**config.mk**
```make
export PLATFORM = sky130hd
export DESIGN_NAME = spi_nor_flash_command_sequencer_core_flat
export DESIGN_NICKNAME = d
export VERILOG_FILES = /design/src/design/snfcs_pkg.sv /design/src/design/snfcs_if.sv /design/src/design/snfcs_front.sv /design/src/design/snfcs_queue.sv /design/src/design/snfcs_back.sv /design/src/design/spi_nor_flash_command_sequencer_core.sv /design/src/flat_wrapper.sv
export SDC_FILE = /design/constraint.sdc
export NUM_CORES = 1
export LEC_CHECK = 0
export ABC_AREA = 1
export BUFFER_PORTS_ARGS = -buffer_cell sky130_fd_sc_hd__buf_4
export CAP_MARGIN = 5
export CORE_UTILIZATION = 33
export DETAILED_ROUTE_END_ITERATION = 8
export GPL_ROUTABILITY_DRIVEN = 0
export SETUP_SLACK_MARGIN = 0.15
export SLEW_MARGIN = 15
export SYNTH_ARGS = -nofsm -noshare
export SYNTH_HDL_FRONTEND = slang
export SYNTH_SLANG_ARGS = --single-unit
```
**constraint.sdc**
```tcl
create_clock -name clk -period 3.4 [get_ports clk]
set_input_delay 0.85 -clock clk [delete_from_list [all_inputs] [get_ports clk]]
set_output_delay 0.85 -clock clk [all_outputs]
set_load 0.01 [all_outputs]
```
**src/design/snfcs_pkg.sv**
```systemverilog
`timescale 1ns / 1ps

package snfcs_pkg;

    // field widths of the request and result items
    localparam int OPCODE_W = 3;
    localparam int ADDR_W   = 24;
    localparam int BYTE_W   = 8;
    localparam int KIND_W   = 3;

    // defaults for the top level parameters
    localparam int DEF_PAGE_BYTES   = 256;
    localparam int DEF_ADDRESS_BITS = 24;

    // request queue between front and back
    localparam int QUEUE_DEPTH = 4;
    localparam int QPTR_W      = $clog2(QUEUE_DEPTH);
    localparam int QCNT_W      = $clog2(QUEUE_DEPTH + 1);

    // slot counter of the back end (longest sequence is nine slots)
    localparam int STEP_W = 4;

    // flash command bytes
    localparam logic [BYTE_W-1:0] CMD_PROGRAM = 8'h02;
    localparam logic [BYTE_W-1:0] CMD_READ    = 8'h03;
    localparam logic [BYTE_W-1:0] CMD_STATUS  = 8'h05;
    localparam logic [BYTE_W-1:0] CMD_WREN    = 8'h06;
    localparam logic [BYTE_W-1:0] CMD_ERASE4K = 8'h20;
    localparam logic [BYTE_W-1:0] CMD_READ_ID = 8'h9F;
    localparam logic [BYTE_W-1:0] RECV_FILL   = 8'hFF;
    localparam logic [BYTE_W-1:0] ZERO_BYTE   = 8'h00;

    // request opcodes
    typedef enum logic [OPCODE_W-1:0] {
        OP_READ   = 3'd0,
        OP_PROG   = 3'd1,
        OP_ERASE  = 3'd2,
        OP_ID     = 3'd3,
        OP_DATA   = 3'd4,
        OP_FINISH = 3'd5,
        OP_REPLY  = 3'd6
    } op_t;

    // result kinds
    typedef enum logic [KIND_W-1:0] {
        K_SEND = 3'd0,
        K_RECV = 3'd1,
        K_REL  = 3'd2,
        K_DONE = 3'd3,
        K_REJ  = 3'd4
    } kind_t;

    // slot sequences the back end plays out
    typedef enum logic [3:0] {
        SQ_REJ,
        SQ_READ,
        SQ_PROG,
        SQ_ERASE,
        SQ_ID,
        SQ_RECV,
        SQ_SEND,
        SQ_RELDONE,
        SQ_RELPOLL,
        SQ_RESUME
    } seq_t;

    typedef struct packed {
        seq_t              seq;
        logic [ADDR_W-1:0] addr;
        logic [BYTE_W-1:0] data;
    } desc_t;

    typedef struct packed {
        kind_t             kind;
        logic [BYTE_W-1:0] obyte;
        logic              last;
    } slot_t;

    function automatic slot_t mk_slot(kind_t k, logic [BYTE_W-1:0] b, logic l);
        slot_t s;
        s.kind  = k;
        s.obyte = b;
        s.last  = l;
        return s;
    endfunction

    // one result slot of a sequence at a given step
    function automatic slot_t seq_slot(desc_t d, logic [STEP_W-1:0] step);
        slot_t s;
        logic [BYTE_W-1:0] a2;
        logic [BYTE_W-1:0] a1;
        logic [BYTE_W-1:0] a0;
        a2 = d.addr[23:16];
        a1 = d.addr[15:8];
        a0 = d.addr[7:0];
        s  = mk_slot(K_REJ, ZERO_BYTE, 1'b1);
        unique case (d.seq)
            SQ_READ:
            begin
                unique case (step)
                    4'd0:    s = mk_slot(K_SEND, CMD_READ, 1'b0);
                    4'd1:    s = mk_slot(K_SEND, a2, 1'b0);
                    4'd2:    s = mk_slot(K_SEND, a1, 1'b0);
                    default: s = mk_slot(K_SEND, a0, 1'b1);
                endcase
            end
            SQ_PROG:
            begin
                unique case (step)
                    4'd0:    s = mk_slot(K_SEND, CMD_WREN, 1'b0);
                    4'd1:    s = mk_slot(K_REL, ZERO_BYTE, 1'b0);
                    4'd2:    s = mk_slot(K_SEND, CMD_PROGRAM, 1'b0);
                    4'd3:    s = mk_slot(K_SEND, a2, 1'b0);
                    4'd4:    s = mk_slot(K_SEND, a1, 1'b0);
                    default: s = mk_slot(K_SEND, a0, 1'b1);
                endcase
            end
            SQ_ERASE:
            begin
                unique case (step)
                    4'd0:    s = mk_slot(K_SEND, CMD_WREN, 1'b0);
                    4'd1:    s = mk_slot(K_REL, ZERO_BYTE, 1'b0);
                    4'd2:    s = mk_slot(K_SEND, CMD_ERASE4K, 1'b0);
                    4'd3:    s = mk_slot(K_SEND, a2, 1'b0);
                    4'd4:    s = mk_slot(K_SEND, a1, 1'b0);
                    4'd5:    s = mk_slot(K_SEND, a0, 1'b0);
                    4'd6:    s = mk_slot(K_REL, ZERO_BYTE, 1'b0);
                    4'd7:    s = mk_slot(K_SEND, CMD_STATUS, 1'b0);
                    default: s = mk_slot(K_RECV, RECV_FILL, 1'b1);
                endcase
            end
            SQ_ID:   s = mk_slot(K_SEND, CMD_READ_ID, 1'b1);
            SQ_RECV: s = mk_slot(K_RECV, RECV_FILL, 1'b1);
            SQ_SEND: s = mk_slot(K_SEND, d.data, 1'b1);
            SQ_RELDONE:
            begin
                unique case (step)
                    4'd0:    s = mk_slot(K_REL, ZERO_BYTE, 1'b0);
                    default: s = mk_slot(K_DONE, ZERO_BYTE, 1'b1);
                endcase
            end
            SQ_RELPOLL:
            begin
                unique case (step)
                    4'd0:    s = mk_slot(K_REL, ZERO_BYTE, 1'b0);
                    4'd1:    s = mk_slot(K_SEND, CMD_STATUS, 1'b0);
                    default: s = mk_slot(K_RECV, RECV_FILL, 1'b1);
                endcase
            end
            SQ_RESUME:
            begin
                unique case (step)
                    4'd0:    s = mk_slot(K_REL, ZERO_BYTE, 1'b0);
                    4'd1:    s = mk_slot(K_SEND, CMD_WREN, 1'b0);
                    4'd2:    s = mk_slot(K_REL, ZERO_BYTE, 1'b0);
                    4'd3:    s = mk_slot(K_SEND, CMD_PROGRAM, 1'b0);
                    4'd4:    s = mk_slot(K_SEND, a2, 1'b0);
                    4'd5:    s = mk_slot(K_SEND, a1, 1'b0);
                    4'd6:    s = mk_slot(K_SEND, a0, 1'b0);
                    default: s = mk_slot(K_SEND, d.data, 1'b1);
                endcase
            end
            default: s = mk_slot(K_REJ, ZERO_BYTE, 1'b1);
        endcase
        return s;
    endfunction

endpackage

```
**src/design/snfcs_if.sv**
```systemverilog
`timescale 1ns / 1ps

// request channel
interface snfcs_req_if;
    logic                                valid;
    logic                                ready;
    logic [snfcs_pkg::OPCODE_W-1:0]      opcode;
    logic [snfcs_pkg::ADDR_W-1:0]        address;
    logic [snfcs_pkg::BYTE_W-1:0]        value;

    modport source (output valid, output opcode, output address, output value,
                    input ready);
    modport sink   (input valid, input opcode, input address, input value,
                    output ready);
endinterface

// result channel
interface snfcs_res_if;
    logic                                valid;
    logic                                ready;
    logic [snfcs_pkg::KIND_W-1:0]        kind;
    logic [snfcs_pkg::BYTE_W-1:0]        out_byte;
    logic                                last;

    modport source (output valid, output kind, output out_byte, output last,
                    input ready);
    modport sink   (input valid, input kind, input out_byte, input last,
                    output ready);
endinterface

// configuration write channel
interface snfcs_cfg_if;
    logic valid;
    logic ready;
    logic data;

    modport source (output valid, output data, input ready);
    modport sink   (input valid, input data, output ready);
endinterface

```
**src/design/snfcs_front.sv**
```systemverilog
`timescale 1ns / 1ps

module snfcs_front #(
    parameter int PAGE_BYTES   = snfcs_pkg::DEF_PAGE_BYTES,
    parameter int ADDRESS_BITS = snfcs_pkg::DEF_ADDRESS_BITS
) (
    input  logic               clk,
    input  logic               rst_n,
    snfcs_req_if.sink          req,
    snfcs_cfg_if.sink          cfg,
    output logic               push_valid,
    output snfcs_pkg::desc_t   push_desc,
    input  logic               push_ready
);
    import snfcs_pkg::*;

    // page size is a power of two; the page offset is the low bits
    localparam int PAGE_BITS = $clog2(PAGE_BYTES);

    typedef enum logic [2:0] {
        M_IDLE,
        M_READ,
        M_ID,
        M_PROG,
        M_POLL_END,
        M_POLL_SPLIT
    } mode_t;

    mode_t                   mode_reg,  mode_next;
    logic [ADDRESS_BITS-1:0] addr_reg,  addr_next;
    logic [BYTE_W-1:0]       held_reg,  held_next;
    logic                    fhd_reg,   fhd_next;
    logic                    split_reg;

    logic                    accept;
    logic [ADDRESS_BITS-1:0] in_addr;
    logic [ADDRESS_BITS-1:0] addr_inc;
    logic                    page_edge;

    // low 24 bits of an address counter, zero-extended when narrower
    function automatic logic [ADDR_W-1:0] to_slot_addr(logic [ADDRESS_BITS-1:0] a);
        logic [31:0] w;
        w = 32'(a);
        return w[ADDR_W-1:0];
    endfunction

    assign accept    = req.valid && push_ready;
    assign req.ready = push_ready;
    assign cfg.ready = 1'b1;
    assign in_addr   = ADDRESS_BITS'(req.address);
    assign addr_inc  = addr_reg + 1'b1;
    assign page_edge = (addr_reg[PAGE_BITS-1:0] == '0);

    // classify the request and work out the next state
    always_comb
    begin
        mode_next      = mode_reg;
        addr_next      = addr_reg;
        held_next      = held_reg;
        fhd_next       = fhd_reg;
        push_desc.seq  = SQ_REJ;
        push_desc.addr = to_slot_addr(addr_reg);
        push_desc.data = req.value;
        unique case (req.opcode)
            OP_READ:
            begin
                if (mode_reg == M_IDLE)
                begin
                    push_desc.seq  = SQ_READ;
                    push_desc.addr = to_slot_addr(in_addr);
                    addr_next      = in_addr;
                    mode_next      = M_READ;
                end
            end
            OP_PROG:
            begin
                if (mode_reg == M_IDLE)
                begin
                    push_desc.seq  = SQ_PROG;
                    push_desc.addr = to_slot_addr(in_addr);
                    addr_next      = in_addr;
                    fhd_next       = 1'b0;
                    mode_next      = M_PROG;
                end
            end
            OP_ERASE:
            begin
                if (mode_reg == M_IDLE)
                begin
                    push_desc.seq  = SQ_ERASE;
                    push_desc.addr = to_slot_addr(in_addr);
                    mode_next      = M_POLL_END;
                end
            end
            OP_ID:
            begin
                if (mode_reg == M_IDLE)
                begin
                    push_desc.seq = SQ_ID;
                    mode_next     = M_ID;
                end
            end
            OP_DATA:
            begin
                if (mode_reg == M_READ)
                begin
                    push_desc.seq = SQ_RECV;
                    addr_next     = addr_inc;
                end
                else if (mode_reg == M_ID)
                begin
                    push_desc.seq = SQ_RECV;
                end
                else if (mode_reg == M_PROG)
                begin
                    if (split_reg && fhd_reg && page_edge)
                    begin
                        // page crossing: close the frame and hold the byte
                        push_desc.seq = SQ_RELPOLL;
                        held_next     = req.value;
                        mode_next     = M_POLL_SPLIT;
                    end
                    else
                    begin
                        push_desc.seq = SQ_SEND;
                        addr_next     = addr_inc;
                        fhd_next      = 1'b1;
                    end
                end
            end
            OP_FINISH:
            begin
                if (mode_reg == M_READ || mode_reg == M_ID)
                begin
                    push_desc.seq = SQ_RELDONE;
                    mode_next     = M_IDLE;
                end
                else if (mode_reg == M_PROG)
                begin
                    push_desc.seq = SQ_RELPOLL;
                    mode_next     = M_POLL_END;
                end
            end
            OP_REPLY:
            begin
                if (mode_reg == M_POLL_END || mode_reg == M_POLL_SPLIT)
                begin
                    if (req.value[0])
                    begin
                        // still busy: poll again
                        push_desc.seq = SQ_RELPOLL;
                    end
                    else if (mode_reg == M_POLL_END)
                    begin
                        push_desc.seq = SQ_RELDONE;
                        fhd_next      = 1'b0;
                        mode_next     = M_IDLE;
                    end
                    else
                    begin
                        // reopen the program frame with the held byte
                        push_desc.seq  = SQ_RESUME;
                        push_desc.data = held_reg;
                        addr_next      = addr_inc;
                        fhd_next       = 1'b1;
                        mode_next      = M_PROG;
                    end
                end
            end
            default: push_desc.seq = SQ_REJ;
        endcase
    end

    assign push_valid = req.valid;

    // state registers and configuration
    always_ff @(posedge clk or negedge rst_n)
    begin
        if (!rst_n)
        begin
            mode_reg  <= M_IDLE;
            addr_reg  <= '0;
            held_reg  <= '0;
            fhd_reg   <= 1'b0;
            split_reg <= 1'b1;
        end
        else
        begin
            if (cfg.valid)
            begin
                split_reg <= cfg.data;
            end
            if (accept)
            begin
                mode_reg <= mode_next;
                addr_reg <= addr_next;
                held_reg <= held_next;
                fhd_reg  <= fhd_next;
            end
        end
    end

endmodule

```
**src/design/snfcs_queue.sv**
```systemverilog
`timescale 1ns / 1ps

module snfcs_queue (
    input  logic               clk,
    input  logic               rst_n,
    input  logic               push_valid,
    input  snfcs_pkg::desc_t   push_desc,
    output logic               push_ready,
    input  logic               pop,
    output snfcs_pkg::desc_t   head_desc,
    output logic               head_valid
);
    import snfcs_pkg::*;

    desc_t             mem_reg [QUEUE_DEPTH];
    logic [QPTR_W-1:0] wptr_reg;
    logic [QPTR_W-1:0] rptr_reg;
    logic [QCNT_W-1:0] count_reg;
    logic              do_push;
    logic              do_pop;

    assign push_ready = (count_reg != QCNT_W'(QUEUE_DEPTH));
    assign head_valid = (count_reg != '0);
    assign head_desc  = mem_reg[rptr_reg];
    assign do_push    = push_valid && push_ready;
    assign do_pop     = pop && head_valid;

    // storage
    always_ff @(posedge clk)
    begin
        if (do_push)
        begin
            mem_reg[wptr_reg] <= push_desc;
        end
    end

    // pointers and fill count
    always_ff @(posedge clk or negedge rst_n)
    begin
        if (!rst_n)
        begin
            wptr_reg  <= '0;
            rptr_reg  <= '0;
            count_reg <= '0;
        end
        else
        begin
            if (do_push)
            begin
                wptr_reg <= wptr_reg + 1'b1;
            end
            if (do_pop)
            begin
                rptr_reg <= rptr_reg + 1'b1;
            end
            if (do_push && !do_pop)
            begin
                count_reg <= count_reg + 1'b1;
            end
            else if (do_pop && !do_push)
            begin
                count_reg <= count_reg - 1'b1;
            end
        end
    end

endmodule

```
**src/design/snfcs_back.sv**
```systemverilog
`timescale 1ns / 1ps

module snfcs_back (
    input  logic               clk,
    input  logic               rst_n,
    input  snfcs_pkg::desc_t   head_desc,
    input  logic               head_valid,
    output logic               pop,
    snfcs_res_if.source        rsp
);
    import snfcs_pkg::*;

    logic              busy_reg;
    desc_t             desc_reg;
    logic [STEP_W-1:0] step_reg;
    slot_t             slot;
    logic              fire;
    logic              done;
    logic              load;

    // current slot of the sequence in hand
    assign slot         = seq_slot(desc_reg, step_reg);
    assign rsp.valid    = busy_reg;
    assign rsp.kind     = slot.kind;
    assign rsp.out_byte = slot.obyte;
    assign rsp.last     = slot.last;

    assign fire = busy_reg && rsp.ready;
    assign done = fire && slot.last;
    assign load = (!busy_reg || done) && head_valid;
    assign pop  = load;

    // descriptor register and slot counter
    always_ff @(posedge clk or negedge rst_n)
    begin
        if (!rst_n)
        begin
            busy_reg <= 1'b0;
            step_reg <= '0;
            desc_reg <= '{seq: SQ_REJ, addr: '0, data: '0};
        end
        else if (load)
        begin
            busy_reg <= 1'b1;
            step_reg <= '0;
            desc_reg <= head_desc;
        end
        else if (done)
        begin
            busy_reg <= 1'b0;
        end
        else if (fire)
        begin
            step_reg <= step_reg + 1'b1;
        end
    end

endmodule

```
**src/design/spi_nor_flash_command_sequencer_core.sv**
```systemverilog
`timescale 1ns / 1ps

// Channel  Dir  Handshake        Payload
// req      in   valid / ready    opcode[2:0], address[23:0], value[7:0]
// rsp      out  valid / ready    kind[2:0], out_byte[7:0], last
// cfg      in   valid / ready    data (split_on_page)
//
// A request is taken whenever the four-entry request queue has room; its
// results leave at one slot per cycle while rsp.ready is high, 1 to 9 slots per
// request, paced by the slot counter of the back end.
// Reset (rst_n low, asynchronous) returns to idle, empties the queue and sets
// split_on_page to 1. A stalled rsp fills the queue, then req.ready drops.
// cfg.ready is always high.

module spi_nor_flash_command_sequencer_core #(
    parameter int PAGE_BYTES   = snfcs_pkg::DEF_PAGE_BYTES,
    parameter int ADDRESS_BITS = snfcs_pkg::DEF_ADDRESS_BITS
) (
    input  logic        clk,
    input  logic        rst_n,
    snfcs_req_if.sink   req,
    snfcs_res_if.source rsp,
    snfcs_cfg_if.sink   cfg
);
    import snfcs_pkg::*;

    logic  push_valid;
    desc_t push_desc;
    logic  push_ready;
    logic  pop;
    desc_t head_desc;
    logic  head_valid;

    // request decode and mode tracking
    snfcs_front #(
        .PAGE_BYTES   (PAGE_BYTES),
        .ADDRESS_BITS (ADDRESS_BITS)
    ) u_front (
        .clk        (clk),
        .rst_n      (rst_n),
        .req        (req),
        .cfg        (cfg),
        .push_valid (push_valid),
        .push_desc  (push_desc),
        .push_ready (push_ready)
    );

    // decoupling queue
    snfcs_queue u_queue (
        .clk        (clk),
        .rst_n      (rst_n),
        .push_valid (push_valid),
        .push_desc  (push_desc),
        .push_ready (push_ready),
        .pop        (pop),
        .head_desc  (head_desc),
        .head_valid (head_valid)
    );

    // slot sequencer
    snfcs_back u_back (
        .clk        (clk),
        .rst_n      (rst_n),
        .head_desc  (head_desc),
        .head_valid (head_valid),
        .pop        (pop),
        .rsp        (rsp)
    );

endmodule

```
**src/flat_wrapper.sv**
```systemverilog
// flat-port wrapper written by rule: the top's interface ports become plain ports
module spi_nor_flash_command_sequencer_core_flat import snfcs_pkg::*;
#(
    parameter int PAGE_BYTES   = snfcs_pkg::DEF_PAGE_BYTES,
    parameter int ADDRESS_BITS = snfcs_pkg::DEF_ADDRESS_BITS
)
  (clk, rst_n, req_valid, req_opcode, req_address, req_value, req_ready, rsp_valid, rsp_kind, rsp_out_byte, rsp_last, rsp_ready, cfg_valid, cfg_data, cfg_ready);
  snfcs_req_if req_i ();
  snfcs_res_if rsp_i ();
  snfcs_cfg_if cfg_i ();
  input  logic clk;
  input  logic rst_n;
  input wire logic [$bits(req_i.valid)-1:0] req_valid;
  input wire logic [$bits(req_i.opcode)-1:0] req_opcode;
  input wire logic [$bits(req_i.address)-1:0] req_address;
  input wire logic [$bits(req_i.value)-1:0] req_value;
  output wire logic [$bits(req_i.ready)-1:0] req_ready;
  output wire logic [$bits(rsp_i.valid)-1:0] rsp_valid;
  output wire logic [$bits(rsp_i.kind)-1:0] rsp_kind;
  output wire logic [$bits(rsp_i.out_byte)-1:0] rsp_out_byte;
  output wire logic [$bits(rsp_i.last)-1:0] rsp_last;
  input wire logic [$bits(rsp_i.ready)-1:0] rsp_ready;
  input wire logic [$bits(cfg_i.valid)-1:0] cfg_valid;
  input wire logic [$bits(cfg_i.data)-1:0] cfg_data;
  output wire logic [$bits(cfg_i.ready)-1:0] cfg_ready;
  assign req_i.valid = req_valid;
  assign req_i.opcode = req_opcode;
  assign req_i.address = req_address;
  assign req_i.value = req_value;
  assign req_ready = req_i.ready;
  assign rsp_valid = rsp_i.valid;
  assign rsp_kind = rsp_i.kind;
  assign rsp_out_byte = rsp_i.out_byte;
  assign rsp_last = rsp_i.last;
  assign rsp_i.ready = rsp_ready;
  assign cfg_i.valid = cfg_valid;
  assign cfg_i.data = cfg_data;
  assign cfg_ready = cfg_i.ready;
  spi_nor_flash_command_sequencer_core #(.PAGE_BYTES(PAGE_BYTES), .ADDRESS_BITS(ADDRESS_BITS)) u_core (.clk(clk), .rst_n(rst_n), .req(req_i), .rsp(rsp_i), .cfg(cfg_i));
endmodule
```
==> results of run 1 <==
synth_stat cells (all sizes together):
master	count	area, sq um
and2	2	12.5
o211ai	5	37.5
nor3	12	60.1
o2111ai	2	17.5
nor2	168	669
clkbuf	38	144
o221ai	4	35.0
xor2	11	96.3
xnor2	2	17.5
a21oi	37	185
a22oi	1	7.51
mux2	9	101
a221oi	1	8.76
conb	1	3.75
nand4	18	113
o311ai	1	8.76
inv	117	442
edfxtp	144	4320
or2	1	6.26
a211oi	3	22.5
buf	19	151
o31ai	1	7.51
o21ai	153	773
dfstp	1	26.3
nand2	267	1060
o22ai	57	357
a21boi	1	7.51
dfrtp	84	2100
a31oi	8	50.1
ha	11	138
fa	1	20.0
nor3b	1	7.51
nor4	1	6.26
nand3	78	473
metal layers:
metal	share of wire (%)	wire (microns)	vias to the layer above	GRT usage, %
li1	-	-	4431	-
met1	48	13500	4304	23.1
met2	44	12400	328	24.3
met3	6.6	1870	64	2.33
met4	2.3	661	0	4.16
met5	0	0	-	0
logic make-up after synthesis:
logic type      count (synthesis)  share of synthesized area [%]
buf+inv                       174                           6.41
mux                             9                          0.882
compound gates                274                           13.2
other cells                     1                         0.0326
fa+ha+maj                      12                           1.37
xor+xnor                       13                          0.991
flops                         229                           56.2
simple gates                  548                           20.9
path summary, 6_finish.rpt:
kind,to,slack (ns)
setup / recovery,rsp_out_byte[2],0.16
hold / removal,u_core.u_front.addr_reg[11]$_DFFE_PN0P_,0.39
min in group clk,u_core.u_back.desc_reg[31]$_DFFE_PN0P_,0.47
max in group asynchronous,u_core.u_back.step_reg[0]$_DFFE_PN0P_,2.30
setup reg to reg,u_core.u_queue.count_reg[2]$_DFFE_PN0P_,0.52
hold reg to reg,u_core.u_back.desc_reg[31]$_DFFE_PN0P_,0.47
area by class of cell:
cell class,instances,area [sq um]
fill,3301,20300
inverter,117,447
timing repair buffer,91,778
tap,448,561
sequential,229,6460
multi-input combinational,857,4510
clock buffer,33,698
clock inverter,15,131
critical path: stages (launching register included):
cell and delay (ns):
dfrtp_2 0.46, buf_12 0.14, ha_4 0.18, nand3_4 0.14, buf_6 0.13, o22ai_1 0.08
a211oi_1 0.27, nor2_1 0.12, nor3_2 0.14, nand2_1 0.09, buf_6 0.12
repair_timing:
action	4_1_cts	5_1_grt
pin swaps	3	15
buffers inserted	3	14
endpoints found under the hold margin	0	0
resized for setup	20	28
setup endpoints to repair	8	8
stage by stage:
step / setup WS [ns] / power (mW) / std cells / util (%)
finish: 0.157 / 12.4 / 1790 / 40.1
floorplan: 0.265 / 7.90 / 1260 / -
detailed placement: 0.451 / 9.45 / 1725 / 36.7
global placement: 0.505 / 9.38 / 1725 / 36.7
global route: 0.0544 / 13.3 / 1790 / 40.1
CTS: 0.153 / 12.3 / 1776 / 39.5
where the power goes:
part	total [mW]	internal [mW]	switching, mW
Clock	2.69	1.60	1.08
Sequential	4.68	4.10	0.583
Combinational	5.03	1.69	3.35
Total	12.4	7.39	5.01
==> flow_summary.json, run 1 <==
{
  "areaGrowthSynthToFinish_pct": 18.2,
  "vias": 9127,
  "largest_reg_flops": 144,
  "status": "complete, no violations",
  "dpl.hpwl_microns": 18800,
  "antenna_found_initial": 0,
  "fin_crit_ns": 3.24,
  "dr.pass1.iters": 6,
  "dpl_cell_area_sq_um": 12400,
  "cp_data_arrival_time_ns": 2.39,
  "grt_usage_pct": 15.8,
  "power.density_cell_area_nw_per_um2": 913,
  "drv_slew": 0,
  "dieArea_sq_um": 35600,
  "die_y_microns": 189,
  "grt_pass1_vias": 8572,
  "rsz0062_at_grt": "true",
  "diodes": 0,
  "start_kind": "register",
  "synthesis.yosys.warnings": 0,
  "worstMarginPinSlew_ns": 0.782,
  "p_leak_nw": 5.52,
  "syn_nets": 1313,
  "critPathMaxFanout": 7,
  "setup_violations": 0,
  "final_common_cell": "nand2_1",
  "crit_start": "u_core.u_back.step_reg[0]$_DFFE_PN0P_",
  "slew_headroom_pct": 47.2,
  "io_pins": 56,
  "grt_overflow": 0,
  "cts_root_buf": "clkbuf_16",
  "fp.coreArea_sq_um": 33900,
  "cts_sinks": 229,
  "crit_required_ns": 2.55,
  "layout-drive-gt1-share_pct": 15.9,
  "reg2reg_depth": 19,
  "tns_ns": 0,
  "ys_ff_latch": 229,
  "postSynthCellCount": 1260,
  "viasPerCell": 5.10,
  "period_share_pct": 95.4,
  "synthesis.area_sq_um": 11500,
  "fmax_mhz": 308,
  "max-cap-violations": 0,
  "die_w_microns": 189,
  "drc": 0,
  "avgSynthCellArea_sq_um": 9.12,
  "whs_ns": 0.394,
  "min_path_type": "primary input to asynchronous set/reset pin",
  "clk_latency_ns": 0.53,
  "nNetsFinal": 1375,
  "hold_viol_final": 0,
  "grt_max_degree": 75,
  "fin_area_sq_um": 13600,
  "ctsHoldBuffers": 0,
  "place.port_buffers": 54,
  "detail_route.wl_per_cell_microns": 15.9,
  "skew_ns": 0.0155,
  "initial_core_util_pct": 33.9,
  "cts_htree_levels": 1,
  "yosysSeqAreaShare_pct": 56.2,
  "cp-end-kind": "primary output",
  "synthDistinctLibCells": 49,
  "cts_buffers": 26,
  "antenna_left": 0,
  "grt_first_pass_wirelength_microns": 45500,
  "worst-setup-path-type": "register to primary output",
  "path_clk_slew_ns": 0.06,
  "drt_iter0_drc": 1017,
  "cts_tree": "done",
  "rows": 67,
  "drt-total-wl_microns": 28400,
  "ir_drop_v": 0.000404,
  "max-clock-path-buffers": 3,
  "mostFrequentLayoutCells": "nand2_1 (251), nor2_1 (155), edfxtp_1 (144)",
  "reg2reg_from": "u_core.u_back.step_reg[0]$_DFFE_PN0P_"
}
Note: power is estimated with default switching activity, not from simulation.
==> inputs of run 2 (changes only) <==
CORE_UTILIZATION = 29   (was 33)
CTS_CLUSTER_SIZE = 8   (was default)
==> flow_summary.json, run 2 (synthesis gave the netlist of run 1 again) <==
{
  "status": "complete, no violations",
  "fmax_mhz": 311,
  "max-cap-violations": 0,
  "grt_pass1_vias": 8510,
  "max-clock-path-buffers": 3,
  "final_core_util_pct": 35.6,
  "antenna_left": 0,
  "place.port_buffers": 54,
  "cts_tree": "done",
  "ir_drop_v": 0.000489,
  "final_common_cell": "nand2_1",
  "io_pins": 56,
  "viasPerCell": 4.88,
  "fin_area_sq_um": 13800,
  "crit_required_ns": 2.55,
  "start_kind": "register",
  "die_w_microns": 201,
  "clk_latency_ns": 0.50,
  "power.density_cell_area_nw_per_um2": 923,
  "p_leak_nw": 5.59,
  "dieArea_sq_um": 40400,
  "drc": 0,
  "cts_htree_levels": 2,
  "drv_slew": 0,
  "cp-end-kind": "primary output",
  "cts_root_buf": "clkbuf_16",
  "setup_violations": 0,
  "p_total_mw": 12.8,
  "grt_first_pass_wirelength_microns": 46400,
  "nNetsFinal": 1388,
  "drt-total-wl_microns": 29300,
  "grt_overflow": 0,
  "die_y_microns": 201,
  "fin_crit_ns": 3.21,
  "initial_core_util_pct": 29.6,
  "largest_reg_flops": 144,
  "period_share_pct": 94.5,
  "antenna_found_initial": 0,
  "min_path_type": "primary input to asynchronous set/reset pin",
  "worstMarginPinSlew_ns": 1.01,
  "drt_iter0_drc": 870,
  "areaGrowthSynthToFinish_pct": 20.2,
  "fill_cells": 3834,
  "layout-drive-gt1-share_pct": 15.7,
  "detail_route.wl_per_cell_microns": 15.6,
  "fp.coreArea_sq_um": 38800,
  "diodes": 0,
  "critPathMaxFanout": 7,
  "ctsHoldBuffers": 0,
  "tns_ns": 0,
  "mostFrequentLayoutCells": "nand2_1 (252), nor2_1 (154), o21ai_0 (144), edfxtp_1 (144), inv_1 (108)",
  "worst-setup-path-type": "register to primary output",
  "crit_start": "u_core.u_back.step_reg[0]$_DFFE_PN0P_",
  "skew_ns": 0.0160,
  "whs_ns": 0.336,
  "cp_data_arrival_time_ns": 2.36,
  "path_clk_slew_ns": 0.05,
  "dr.pass1.iters": 7,
  "cts_sinks": 229,
  "vias": 9164,
  "rows": 72,
  "reg2reg_from": "u_core.u_back.step_reg[0]$_DFFE_PN0P_",
  "dpl.hpwl_microns": 19400,
  "hold_viol_final": 0,
  "dpl_cell_area_sq_um": 12500,
  "cts_buffers": 34,
  "grt_max_degree": 75,
  "slew_headroom_pct": 31.5,
  "rsz0062_at_grt": "true",
  "grt_usage_pct": 14.3
}
==> run 2: changes by cell type in the layout (fill, tap and decap cells not counted), sizes merged <==
cell | previous run | this run
clkbuf | 33 | 57
clkinv | 11 | 1
buf | 91 | 96
bufinv | 2 | 0
clkinvlp | 1 | 0
inv | 118 | 119
==> run 2: path summary, 6_finish.rpt <==
kind	end	slack, ns	depth (start not counted)
setup / recovery	rsp_out_byte[2]	0.19	11
hold / removal	u_core.u_front.addr_reg[11]$_DFFE_PN0P_	0.34	1
setup reg to reg	u_core.u_queue.count_reg[2]$_DFFE_PN0P_	0.56	18
hold reg to reg	u_core.u_back.desc_reg[30]$_DFFE_PN0P_	0.47	2
max in group asynchronous	u_core.u_front.split_reg$_DFFE_PN1P_	2.32	2
min in group clk	u_core.u_back.desc_reg[30]$_DFFE_PN0P_	0.47	2
==> run 2: through the flow <==
| stage | cells | worst slack, ns |
|---|---|---|
| finish | 1877 | 0.187 |
| global route | 1877 | 0.0878 |
| CTS | 1861 | 0.154 |
| detailed placement | 1795 | 0.161 |
| global placement | 1795 | 0.256 |
| floorplan | 1260 | 0.265 |
==> run 2: per-layer routing <==
layer,vias to the layer above,global-route usage [%],wire (microns)
li1,4473,-,-
met1,4330,21.1,14100
met2,316,21.5,12800
met3,45,2.03,1770
met4,0,4.20,561
met5,-,0,0
==> run 2: cell type report <==
cell class / instances / area [sq um] / area share [%]
Tap cell: 518 / 648 / 4.69
Multi-Input combinational cell: 857 / 4490 / 32.5
Clock buffer: 57 / 947 / 6.86
Sequential cell: 229 / 6460 / 46.7
Timing Repair Buffer: 96 / 795 / 5.75
Inverter: 117 / 444 / 3.21
Clock inverter: 3 / 33.8 / 0.244
==> run 2: worst max-delay path, cell delays in order (launching register included) <==
cell	delay (ns)
dfrtp_2	0.45
buf_4	0.16
ha_4	0.19
nand3_4	0.11
buf_8	0.13
buf_4	0.11
o22ai_1	0.07
a211oi_1	0.19
nor2_1	0.08
nor3_1	0.16
nand2_1	0.07
buf_4	0.14
==> run 2: power breakdown <==
part	switching (mW)	leakage, nW	internal, mW
Clock	1.16	0.468	1.89
Sequential	0.572	2.38	4.10
Combinational	3.37	2.74	1.66
==> run 2: what timing repair did <==
item / in CTS / in global routing
endpoints found under the setup margin: 8 / 8
pin swaps: 2 / 8
resized for setup: 24 / 18
buffers inserted: 6 / 16
